==> src/sv/rtiq_pkg.sv <==
// Shared types and constants for the real-to-I/Q quarter-rate converter.
// Used by every module of the block; depends on nothing.
package rtiq_pkg;

  localparam int SAMPLE_W   = 16;
  localparam int TAP_PAIRS  = 16;
  localparam int TAP_AW     = $clog2(TAP_PAIRS);
  localparam int HIST_LEN   = 2 * TAP_PAIRS;
  localparam int HIST_AW    = $clog2(HIST_LEN);
  localparam int Q_DEPTH    = 16;
  localparam int Q_AW       = $clog2(Q_DEPTH);
  localparam int QUEUE_DEPTH = 4;
  localparam int QUEUE_AW   = $clog2(QUEUE_DEPTH);
  localparam int ALPHA_W    = 15;
  localparam int CFG_IDX_W  = 3;
  localparam int CFG_DATA_W = 64;

  localparam logic [ALPHA_W-1:0] DC_ALPHA_RESET = 15'd32440;

  localparam logic [CFG_IDX_W-1:0] REG_DC_ALPHA = 3'd0;
  localparam logic [CFG_IDX_W-1:0] REG_COEF_A   = 3'd1;
  localparam logic [CFG_IDX_W-1:0] REG_COEF_B   = 3'd2;
  localparam logic [CFG_IDX_W-1:0] REG_COEF_C   = 3'd3;
  localparam logic [CFG_IDX_W-1:0] REG_COEF_D   = 3'd4;

  typedef logic [TAP_PAIRS-1:0][SAMPLE_W-1:0] coef_bank_t;

  typedef struct packed {
    logic                quad;
    logic [SAMPLE_W-1:0] value;
  } rtiq_item_t;

  typedef enum logic [1:0] {
    BK_IDLE,
    BK_RUN,
    BK_DRAIN,
    BK_DONE
  } bk_state_t;

endpackage

==> src/sv/rtiq_front.sv <==
// Front end: DC-removal high-pass and fs/4 mixing of each accepted sample.
// Emits one classified item (I history push or Q delay push). Uses rtiq_pkg.
module rtiq_front import rtiq_pkg::*; (
  input  logic                       clk,
  input  logic                       rst,
  input  logic                       accept,
  input  logic signed [SAMPLE_W-1:0] sample_in,
  input  logic [ALPHA_W-1:0]         dc_alpha,
  output rtiq_item_t                 item
);

  logic [1:0]          phase;
  logic [SAMPLE_W-1:0] prev_input;
  logic [SAMPLE_W-1:0] prev_output;
  logic [31:0]         dc_remainder;

  logic signed [31:0]  prod;
  logic [31:0]         u;
  logic [SAMPLE_W-1:0] s;
  logic [SAMPLE_W-1:0] y;
  logic [31:0]         remainder_next;
  logic [SAMPLE_W:0]   neg;

  always_comb begin
    prod = $signed(prev_output) * $signed({1'b0, dc_alpha});
    u = dc_remainder + prod;
    s = u[30:15];
    y = sample_in - prev_input + s;
    remainder_next = u - {s[15], s, 15'd0};
    neg = 17'd0 - {y[15], y};
    item.quad = phase[0];
    case (phase)
      2'd0: item.value = neg[15:0];
      2'd1: item.value = neg[16:1];
      2'd2: item.value = y;
      2'd3: item.value = {y[15], y[15:1]};
      default: item.value = y;
    endcase
  end

  always_ff @(posedge clk) begin
    if (rst) begin
      phase        <= '0;
      prev_input   <= '0;
      prev_output  <= '0;
      dc_remainder <= '0;
    end else if (accept) begin
      phase        <= phase + 2'd1;
      prev_input   <= sample_in;
      prev_output  <= y;
      dc_remainder <= remainder_next;
    end
  end

endmodule

==> src/sv/rtiq_queue.sv <==
// Short queue of classified items between the front end and the back end.
// Uses rtiq_pkg for the item type and depth.
module rtiq_queue import rtiq_pkg::*; (
  input  logic       clk,
  input  logic       rst,
  input  logic       push,
  input  rtiq_item_t item_in,
  output logic       full,
  input  logic       pop,
  output rtiq_item_t item_out,
  output logic       empty
);

  rtiq_item_t            slots [QUEUE_DEPTH];
  logic [QUEUE_AW-1:0]   wr_ptr;
  logic [QUEUE_AW-1:0]   rd_ptr;
  logic [QUEUE_AW:0]     count;

  assign full     = (count == (QUEUE_AW + 1)'(QUEUE_DEPTH));
  assign empty    = (count == '0);
  assign item_out = slots[rd_ptr];

  always_ff @(posedge clk) begin
    if (push) begin
      slots[wr_ptr] <= item_in;
    end
  end

  always_ff @(posedge clk) begin
    if (rst) begin
      wr_ptr <= '0;
      rd_ptr <= '0;
      count  <= '0;
    end else begin
      if (push) begin
        wr_ptr <= wr_ptr + 1'b1;
      end
      if (pop) begin
        rd_ptr <= rd_ptr + 1'b1;
      end
      if (push && !pop) begin
        count <= count + 1'b1;
      end else if (pop && !push) begin
        count <= count - 1'b1;
      end
    end
  end

endmodule

==> src/sv/rtiq_back.sv <==
// Back end: I history with a one-multiplier symmetric FIR sequencer, the Q
// delay line, and the output register. Uses rtiq_pkg.
module rtiq_back import rtiq_pkg::*; (
  input  logic                 clk,
  input  logic                 rst,
  input  rtiq_item_t           item,
  input  logic                 item_empty,
  output logic                 item_pop,
  input  coef_bank_t           coef,
  output logic [SAMPLE_W-1:0]  sample_out,
  output logic                 is_quadrature,
  output logic                 empty,
  input  logic                 pop
);

  bk_state_t state;
  bk_state_t state_next;

  logic [SAMPLE_W-1:0] hist_mem [HIST_LEN];
  logic [HIST_LEN-1:0] hist_vld;
  logic [HIST_AW-1:0]  hist_head;
  logic [HIST_AW-1:0]  wr_addr;
  logic [HIST_AW-1:0]  addr_a;
  logic [HIST_AW-1:0]  addr_b;
  logic [SAMPLE_W-1:0] rd_a;
  logic [SAMPLE_W-1:0] rd_b;

  logic [TAP_AW-1:0]   k;
  logic                s1_vld;
  logic [TAP_AW-1:0]   s1_k;
  logic                s2_vld;
  logic [31:0]         prod;
  logic [31:0]         acc;
  logic signed [SAMPLE_W:0]   pair_sum;
  logic signed [2*SAMPLE_W:0] prod_full;

  logic [SAMPLE_W-1:0] q_line [Q_DEPTH];
  logic [Q_AW-1:0]     q_head;

  logic out_vld;
  logic out_free;
  logic q_op;
  logic i_start;
  logic issue;
  logic i_load;

  assign empty    = !out_vld;
  assign out_free = !out_vld || pop;
  assign wr_addr  = hist_head - 1'b1;
  assign addr_a   = hist_head + HIST_AW'(k);
  assign addr_b   = hist_head - 1'b1 - HIST_AW'(k);

  always_comb begin
    state_next = state;
    case (state)
      BK_IDLE:  if (!item_empty && !item.quad) state_next = BK_RUN;
      BK_RUN:   if (k == TAP_AW'(TAP_PAIRS - 1)) state_next = BK_DRAIN;
      BK_DRAIN: if (!s1_vld && !s2_vld) state_next = BK_DONE;
      BK_DONE:  if (out_free) state_next = BK_IDLE;
      default:  state_next = BK_IDLE;
    endcase
  end

  always_comb begin
    item_pop = 1'b0;
    q_op     = 1'b0;
    i_start  = 1'b0;
    issue    = 1'b0;
    i_load   = 1'b0;
    case (state)
      BK_IDLE: begin
        if (!item_empty) begin
          if (item.quad) begin
            item_pop = out_free;
            q_op     = out_free;
          end else begin
            item_pop = 1'b1;
            i_start  = 1'b1;
          end
        end
      end
      BK_RUN:   issue  = 1'b1;
      BK_DONE:  i_load = out_free;
      default:  issue  = 1'b0;
    endcase
  end

  always_ff @(posedge clk) begin
    if (rst) begin
      state <= BK_IDLE;
    end else begin
      state <= state_next;
    end
  end

  always_ff @(posedge clk) begin
    if (i_start) begin
      hist_mem[wr_addr] <= item.value;
    end
    rd_a <= hist_vld[addr_a] ? hist_mem[addr_a] : '0;
    rd_b <= hist_vld[addr_b] ? hist_mem[addr_b] : '0;
  end

  always_comb begin
    pair_sum  = $signed({rd_a[SAMPLE_W-1], rd_a}) + $signed({rd_b[SAMPLE_W-1], rd_b});
    prod_full = $signed(coef[s1_k]) * pair_sum;
  end

  always_ff @(posedge clk) begin
    if (rst) begin
      hist_vld  <= '0;
      hist_head <= '0;
      k         <= '0;
      s1_vld    <= 1'b0;
      s2_vld    <= 1'b0;
      q_head    <= '0;
      out_vld   <= 1'b0;
    end else begin
      if (i_start) begin
        hist_vld[wr_addr] <= 1'b1;
        hist_head         <= wr_addr;
      end
      k      <= issue ? k + 1'b1 : '0;
      s1_vld <= issue;
      s2_vld <= s1_vld;
      if (q_op) begin
        q_head <= q_head + 1'b1;
      end
      if (q_op || i_load) begin
        out_vld <= 1'b1;
      end else if (pop) begin
        out_vld <= 1'b0;
      end
    end
  end

  always_ff @(posedge clk) begin
    s1_k <= k;
    prod <= prod_full[31:0];
    if (i_start) begin
      acc <= '0;
    end else if (s2_vld) begin
      acc <= acc + prod;
    end
    if (q_op) begin
      sample_out    <= q_line[q_head];
      is_quadrature <= 1'b1;
    end else if (i_load) begin
      sample_out    <= acc[30:15];
      is_quadrature <= 1'b0;
    end
  end

  always_ff @(posedge clk) begin
    if (rst) begin
      for (int i = 0; i < Q_DEPTH; i++) begin
        q_line[i] <= '0;
      end
    end else if (q_op) begin
      q_line[q_head] <= item.value;
    end
  end

endmodule

==> src/sv/real_to_iq_quarter_rate_converter_top.sv <==
// Top level of the real-to-I/Q quarter-rate converter with its config registers.
// Instantiates rtiq_front, rtiq_queue and rtiq_back; uses rtiq_pkg.
//
// Real samples enter on a queue-style port: a beat is taken when push is high
// and full is low. Results leave the same way: sample_out and is_quadrature
// hold the oldest result while empty is low, and a beat leaves when pop is high.
// Every input beat gives exactly one result, I and Q interleaved.
// Configuration writes use cfg_valid/cfg_ready (always ready) with cfg_index
// and cfg_data; they are meant for idle periods only.
// The front end filters and mixes one sample per cycle, while full is low, into a four-entry queue.
// A Q result passes through the queue and is loaded into the output register
// once the back end is idle and the output register is free. An I result
// steps one multiplier through the 16 tap pairs and occupies the back end
// through its run, drain and done states before it takes the next item.
// A full output register stalls the back end; the front end keeps accepting
// until the queue fills. Reset clears all filter state and restores the
// register defaults; the first beat can follow right after reset.
module real_to_iq_quarter_rate_converter_top import rtiq_pkg::*; (
  input  logic                       clk,
  input  logic                       rst,
  input  logic                       push,
  output logic                       full,
  input  logic signed [SAMPLE_W-1:0] sample_in,
  output logic                       empty,
  input  logic                       pop,
  output logic signed [SAMPLE_W-1:0] sample_out,
  output logic                       is_quadrature,
  input  logic                       cfg_valid,
  output logic                       cfg_ready,
  input  logic [CFG_IDX_W-1:0]       cfg_index,
  input  logic [CFG_DATA_W-1:0]      cfg_data
);

  logic [ALPHA_W-1:0]  dc_alpha;
  coef_bank_t          coef;
  rtiq_item_t          front_item;
  rtiq_item_t          queue_item;
  logic                accept;
  logic                queue_empty;
  logic                queue_pop;
  logic [SAMPLE_W-1:0] back_sample;

  assign cfg_ready  = 1'b1;
  assign accept     = push && !full;
  assign sample_out = back_sample;

  always_ff @(posedge clk) begin
    if (rst) begin
      dc_alpha <= DC_ALPHA_RESET;
      coef     <= '0;
    end else if (cfg_valid) begin
      case (cfg_index)
        REG_DC_ALPHA: dc_alpha     <= cfg_data[ALPHA_W-1:0];
        REG_COEF_A:   coef[3:0]    <= cfg_data;
        REG_COEF_B:   coef[7:4]    <= cfg_data;
        REG_COEF_C:   coef[11:8]   <= cfg_data;
        REG_COEF_D:   coef[15:12]  <= cfg_data;
        default:      dc_alpha     <= dc_alpha;
      endcase
    end
  end

  rtiq_front u_front (
    .clk       (clk),
    .rst       (rst),
    .accept    (accept),
    .sample_in (sample_in),
    .dc_alpha  (dc_alpha),
    .item      (front_item)
  );

  rtiq_queue u_queue (
    .clk      (clk),
    .rst      (rst),
    .push     (accept),
    .item_in  (front_item),
    .full     (full),
    .pop      (queue_pop),
    .item_out (queue_item),
    .empty    (queue_empty)
  );

  rtiq_back u_back (
    .clk           (clk),
    .rst           (rst),
    .item          (queue_item),
    .item_empty    (queue_empty),
    .item_pop      (queue_pop),
    .coef          (coef),
    .sample_out    (back_sample),
    .is_quadrature (is_quadrature),
    .empty         (empty),
    .pop           (pop)
  );

endmodule

==> config.mk <==
export PLATFORM = sky130hd
export DESIGN_NAME = real_to_iq_quarter_rate_converter_top
export DESIGN_NICKNAME = d
export VERILOG_FILES = /design/src/sv/rtiq_pkg.sv /design/src/sv/rtiq_front.sv /design/src/sv/rtiq_queue.sv /design/src/sv/rtiq_back.sv /design/src/sv/real_to_iq_quarter_rate_converter_top.sv
export SDC_FILE = /design/constraint.sdc
export NUM_CORES = 2
export LEC_CHECK = 0
export ABC_CLOCK_PERIOD_IN_PS = 9400
export BUFFER_PORTS_ARGS = -buffer_cell sky130_fd_sc_hd__buf_2
export CAP_MARGIN = 20
export CORE_UTILIZATION = 30
export DETAILED_ROUTE_END_ITERATION = 16
export HOLD_SLACK_MARGIN = 0.02
export MAX_ROUTING_LAYER = met4
export PLACE_DENSITY_LB_ADDON = 0.25
export RECOVER_POWER = 100
export SYNTH_ARGS = -nofsm -noshare
export SYNTH_HDL_FRONTEND = slang
export SYNTH_HIERARCHICAL = 1
export SYNTH_SLANG_ARGS = --single-unit
==> constraint.sdc <==
create_clock -name clk -period 9.4 [get_ports clk]
set_input_delay 0 -clock clk [delete_from_list [all_inputs] [get_ports clk]]
set_output_delay 0 -clock clk [all_outputs]
set_load 0.1 [all_outputs]
## Word-level counts from Yosys, hierarchy flattened

Memories as Yosys holds them, arrays and structs flattened. A register that Yosys moved wholly into a read port is not among the register bits.
Cells that the tools add are included.

| cells by class | value |
|---|---|
| add/sub/neg operators | 17 |
| multipliers | 2 |
| div/mod/pow operators | 0 |
| $lt $le $gt $ge | 5 |
| equality and inequality tests | 16 |
| shift operators | 0 |
| muxes and demuxes | 47 |
| bitwise logic cells | 2 |
| reduce and logical (&&, ||, !) cells | 33 |

Operators with widths:

| cell | number |
|---|---|
| 32-bit adder | 2 |
| 16-bit binary-select mux with 4-bit select | 1 |
| 16-bit two-way mux | 4 |
| 16-bit one-hot mux with 4 select lines | 1 |
| 16-bit by 16-bit multiplier with 32-bit output | 1 |
| 16-bit by 17-bit multiplier with 32-bit output | 1 |
| 32-bit OR | 1 |
| 32-bit subtractor | 1 |
| 1-bit two-way mux | 26 |
| 5-bit by 6-bit less-than comparator with 1-bit output, second input constant | 3 |
| 16-bit by 16-bit adder with 17-bit output | 1 |
| 1-bit by 16-bit subtractor with 17-bit output, first input constant | 1 |
| 16-bit adder | 1 |
| 16-bit OR reduction | 1 |
| 16-bit subtractor | 1 |
| 2-bit two-way mux | 6 |
| 4-bit two-way mux | 3 |
| 1-bit binary-select mux with 5-bit select | 2 |
| 1-bit zero test | 10 |
| 2-bit AND reduction | 5 |
| 4-bit by 1-bit adder with 4-bit output, second input constant | 2 |
| 2-bit equality test, second input constant | 4 |
| 2-bit by 1-bit inequality test with 1-bit output, second input constant | 4 |
| 2-bit one-hot mux with 4 select lines | 1 |
| other kinds (23) | 39 |

| storage, ports and cells | value |
|---|---|
| register bits after elaboration | 479 |
| bits in latches | 0 |
| bits in writable memories | 836 |
| bits in read-only memories | 0 |
| bits of input ports | 88 |
| output and inout bits | 20 |
| word-level logic and storage cells | 162 |
| memories kept | 3 |

Memories:

| name | words | width | rd ports | clocked after Yosys merged registers in | wr ports | RTL line | text |
|---|---|---|---|---|---|---|---|
| u_back.hist_mem | 32 | 16 | 2 | 2 | 1 | rtiq_back.sv:19 | `logic [SAMPLE_W-1:0] hist_mem [HIST_LEN];` |
| u_back.q_line | 16 | 16 | 1 | 1 | 16 | rtiq_back.sv:37 | `logic [SAMPLE_W-1:0] q_line [Q_DEPTH];` |
| u_queue.slots | 4 | 17 | 1 | 1 | 1 | rtiq_queue.sv:14 | `rtiq_item_t slots [QUEUE_DEPTH];` |

## Depth between registers and ports, before layout

| depth | value |
|---|---|
| word-level depth | 10 |
| depth in mapped cells | 37 |
| mapped depth without buffers | 35 |

## Modules after synthesis

The synthesis kept the hierarchy.

By module, submodules not included:

| module | instances | cells each | area each (µm²) | sequential area each (µm²) |
|---|---|---|---|---|
| rtiq_back | 1 | 3741 | 54910.2 | 26605.5 |
| rtiq_front | 1 | 1562 | 13531.7 | 980.9 |
| real_to_iq_quarter_rate_converter_top | 1 | 965 | 10752.8 | 5425.2 |
| rtiq_queue | 1 | 133 | 2921.6 | 2222.1 |

## Least setup slack after synthesis

No wires, ideal clock.

| timing | value |
|---|---|
| path kind | flip-flop to flip-flop |
| from | register dc_alpha[2] |
| to | memory u_queue/slots[0][13] (netlist bit), data pin |
| setup time | 0.279 ns |
| data arrival time | 8.139 ns |
| data required time | 9.121 ns |
| setup slack | 0.983 ns |
| cell stages (with the launch flop) | 33 |
| buffers on the path | 1 |
| period minus slack after synthesis | 8.417 ns |
| cells stage by stage | dfxtp_1 clkbuf_1 and2_1 fa_1 inv_1 fa_1 fa_1 inv_1 fa_1 fa_1 inv_1 fa_1 inv_1 ha_1 and3_1 and3_1 and4_1 a22oi_1 a21boi_0 nor2_1 xor2_1 fa_1 inv_1 ha_1 a2111oi_0 nand3_1 a31oi_1 xnor2_1 nor4_2 nand3_1 xnor2_1 nor2_1 a2bb2oi_1 |

RTL lines:

| element | RTL line | text |
|---|---|---|
| start: declaration | real_to_iq_quarter_rate_converter_top.sv:34 | `logic [ALPHA_W-1:0] dc_alpha;` |
| start signal: assignment | real_to_iq_quarter_rate_converter_top.sv:53 | `REG_DC_ALPHA: dc_alpha <= cfg_data[ALPHA_W-1:0];` |
| start signal: assignment | real_to_iq_quarter_rate_converter_top.sv:58 | `default: dc_alpha <= dc_alpha;` |
| end: declaration | rtiq_queue.sv:14 |  |

==> impl_metrics.ini <==
[floorplanning]
core_sq_um = 271000
die_x_um = 525
io_pins = 108
die_area_sq_um = 276000
die_h_um = 525
start_util_pct = 30.2
row_count = 191

[worst_setup_path]
worstPathMaxFanout = 11
cp_common_cell = fa_1
slowest_stage = fa_1
endpoint_kind = flop
worst_ep_arrival_time_ns = 9.47
cp_slowest_stage_delay_ns = 0.56
critPathRequiredTime_ns = 9.91
crit_type = reg -> reg
r2r_slack_ns = 0.44
worst_r2r_startpoint = u_front/prev_output[6]
startpoint = u_front/prev_output[6]
start_kind = flop

[drt]
final_antenna_net_count = 0
dr_total_vias = 50100
drt_iter0_drc = 3399
viasPerCell = 4.86
drt_pass1_iterations = 5
drc = 0
wire_per_inst_um = 22.2
drt-total-wl_um = 229000

[yosys]
synth_area_leader_cell = edfxtp_1
synth_edf_count = 852
syn_nets = 7284
async_reset_ff_share_pct = 0
synth_xor_area_share_pct = 1.96
yosysWarnings = 6
synth.area.top_cells = edfxtp_1 (31%), mux4_2 (14%), fa_1 (13%), dfxtp_1 (12%), mux2i_1 (4.4%)
ys.flop_type = edfxtp_1
synth-simple-area-share_pct = 10.6
synth_top_family_by_area = multiplexers
syn_inst = 6401
synth_area_per_cell_sq_um = 12.8
syn_area_sq_um = 82100
synthAdderAreaFrac_pct = 17.0
synth_top_area_share_pct = 31.2
synth_compound_area_share_pct = 3.40
synth_cell_types = 99
yosysSeqAreaShare_pct = 42.9
synthMuxAreaShare_pct = 18.7
ys_seq_elements = 1334

[finish]
area_growth_pct = 13.6
layout.cells.non_filler = 10300
n_fill_cell = 26700
layout.nets = 7474
final_common_cell = edfxtp_1
postLayoutCoreUtil_pct = 34.4
final_cell_mix = edfxtp_1 (852), inv_1 (770), fa_1 (530)
drive_gt1_share_pct = 16.2

[sta]
max_slew_margin_pct = -146
setup_viol = 0
hold_slack_ns = 0.0937
slew_viol_final = 1991
tightest_slew_ns = 3.69
max_freq_ghz = 0.112
fin_crit_sh_pct = 95.3
setup_tns_ns = 0
period_minus_slack_ns = 8.96
report.final.hold_viol_count = 0
finClkSkew_ns = 0.0698

[hold_path]
min_from = cfg_data[23]
hold_class = in -> reg

[clock_network]
clk_latency_ns = 0.82
clkSlewWorstSetupHoldPaths_ns = 0.06
cts_made_buffers = 158
clkSinkCount = 1334
clockBufferDepth = 3
clock-root-buffer = clkbuf_16
cts_tree = built
htreeDepth = 4

[global_route]
grt-ovfl-total = 0
grt_pass1_wl_um = 345000
grt_max_degree = 113
track_usage_pct = 17.1
antenna_found_initial = 20
grt_pass1_vias = 52700

[placement]
dp.cells = 9886
gp_congestion = 0.827
io_buffers = 106
dp_hpwl_um = 156000

[status]
status = finished with violations
failed_checks = max-capacitance violations, max-slew violations

[run]
maxCapViolCount = 61
-- worst paths after layout --
kind	end	cells after the start
setup / recovery	u_queue/slots[3][13]	32
hold / removal	coef[87]	4
setup reg to reg	u_queue/slots[3][13]	32
hold reg to reg	u_back/s2_vld	1
-- worst max-delay path, delay by kind of cell (launching register included) --
kind	cells	cell delay [ns]
AND/OR/NAND/NOR	5	0.93
adder cells (fa/ha/maj)	9	4.14
XOR/XNOR	3	0.93
flip-flops	1	0.46
buffers and inverters	4	0.34
AO/OA/AOI/OAI	11	1.86
-- sequential cells by signal, summed over array words and instances, names as in the netlist, 2 cells and up, named ones only --
signal and count:
u_back/rd_b 16, u_back/rd_a 16, u_queue/wr_ptr 2, u_back/q_head 4
u_queue/rd_ptr 2, dc_alpha 15, coef 256, u_back/state 2
u_back/s1_k 4, u_front/prev_input 16, u_back/hist_head 5, u_back/acc 31
u_queue/slots 68, u_back/hist_vld 32, u_back/q_line 256, u_front/prev_output 16
u_back/k 4, u_back/hist_mem 512, u_queue/count 3, u_front/dc_remainder 15
u_back/sample_out 16, u_back/prod 31, u_front/phase 2
-- Yosys cell counts (17+ instances only) --
library cell  instances
mux2i_1             358
a21oi_1             121
o21ai_1              20
ha_1                263
edfxtp_1            852
inv_1               771
a211oi_1             22
nor2_1              377
nor2b_1              21
a21o_1               52
clkbuf_1            213
and3_1               21
or2_2                18
xnor2_1             125
fa_1                532
nand2_1             353
dfxtp_1             482
o21a_1               17
nor3_1               23
mux4_2              503
nand3_1              33
and2_1              420
buf_2                77
buf_4                28
mux2_2               25
xor2_1               51
nand2b_1            357
o21ai_0              40
-- layout make-up --
type	count	area, sq um	share of cell area, %
clock buffers	210	4360	4.68
flip-flops and latches	1334	35300	37.8
well taps	3570	4470	4.79
repair buffers	369	2610	2.80
clock inverters	85	983	1.05
multi-input cells	3953	42600	45.7
diodes	13	32.5	0.0349
inverters	775	2910	3.12
-- metrics by stage --
| stage | setup WS, ns | cell area, sq um |
|---|---|---|
| after floorplan | 0.983 | 82100 |
| after global placement | 0.274 | 87100 |
| after detailed placement | 0.0866 | 87100 |
| after CTS | 0.0397 | 93400 |
| after global routing | -0.0409 | 93300 |
| final | 0.443 | 93300 |
-- repair_timing --
action | CTS | global route
setup buffers | 0 | 3
gates resized for setup | 0 | 39
endpoints found under the hold margin | 316 | 0
endpoints found under the setup margin | 0 | 45
hold buffers | 99 | 0
-- routing by layer --
| layer | vias to the layer above | part of all wire (%) | global-route usage, % |
|---|---|---|---|
| met5 | - | 0 | - |
| met4 | 0 | 2.2 | 4.18 |
| met3 | 260 | 5.0 | 1.91 |
| met2 | 1204 | 49 | 27.8 |
| met1 | 26100 | 44 | 22.8 |
| li1 | 22500 | - | - |
-- cell families (layout without fill, tap and decap cells) --
family	after synthesis	count (layout)
AOI/OAI and AO/OA	411	411
xor gates and xnor gates	180	180
adders and majority gates	796	796
buffers and inverters	1114	1439
DFF	1334	1334
muxes	893	893
other	1	14
and+or+nand+nor	1672	1672
Power is not shown: default switching activity piles up to over one toggle a cycle in this logic, so the estimate is an artifact.
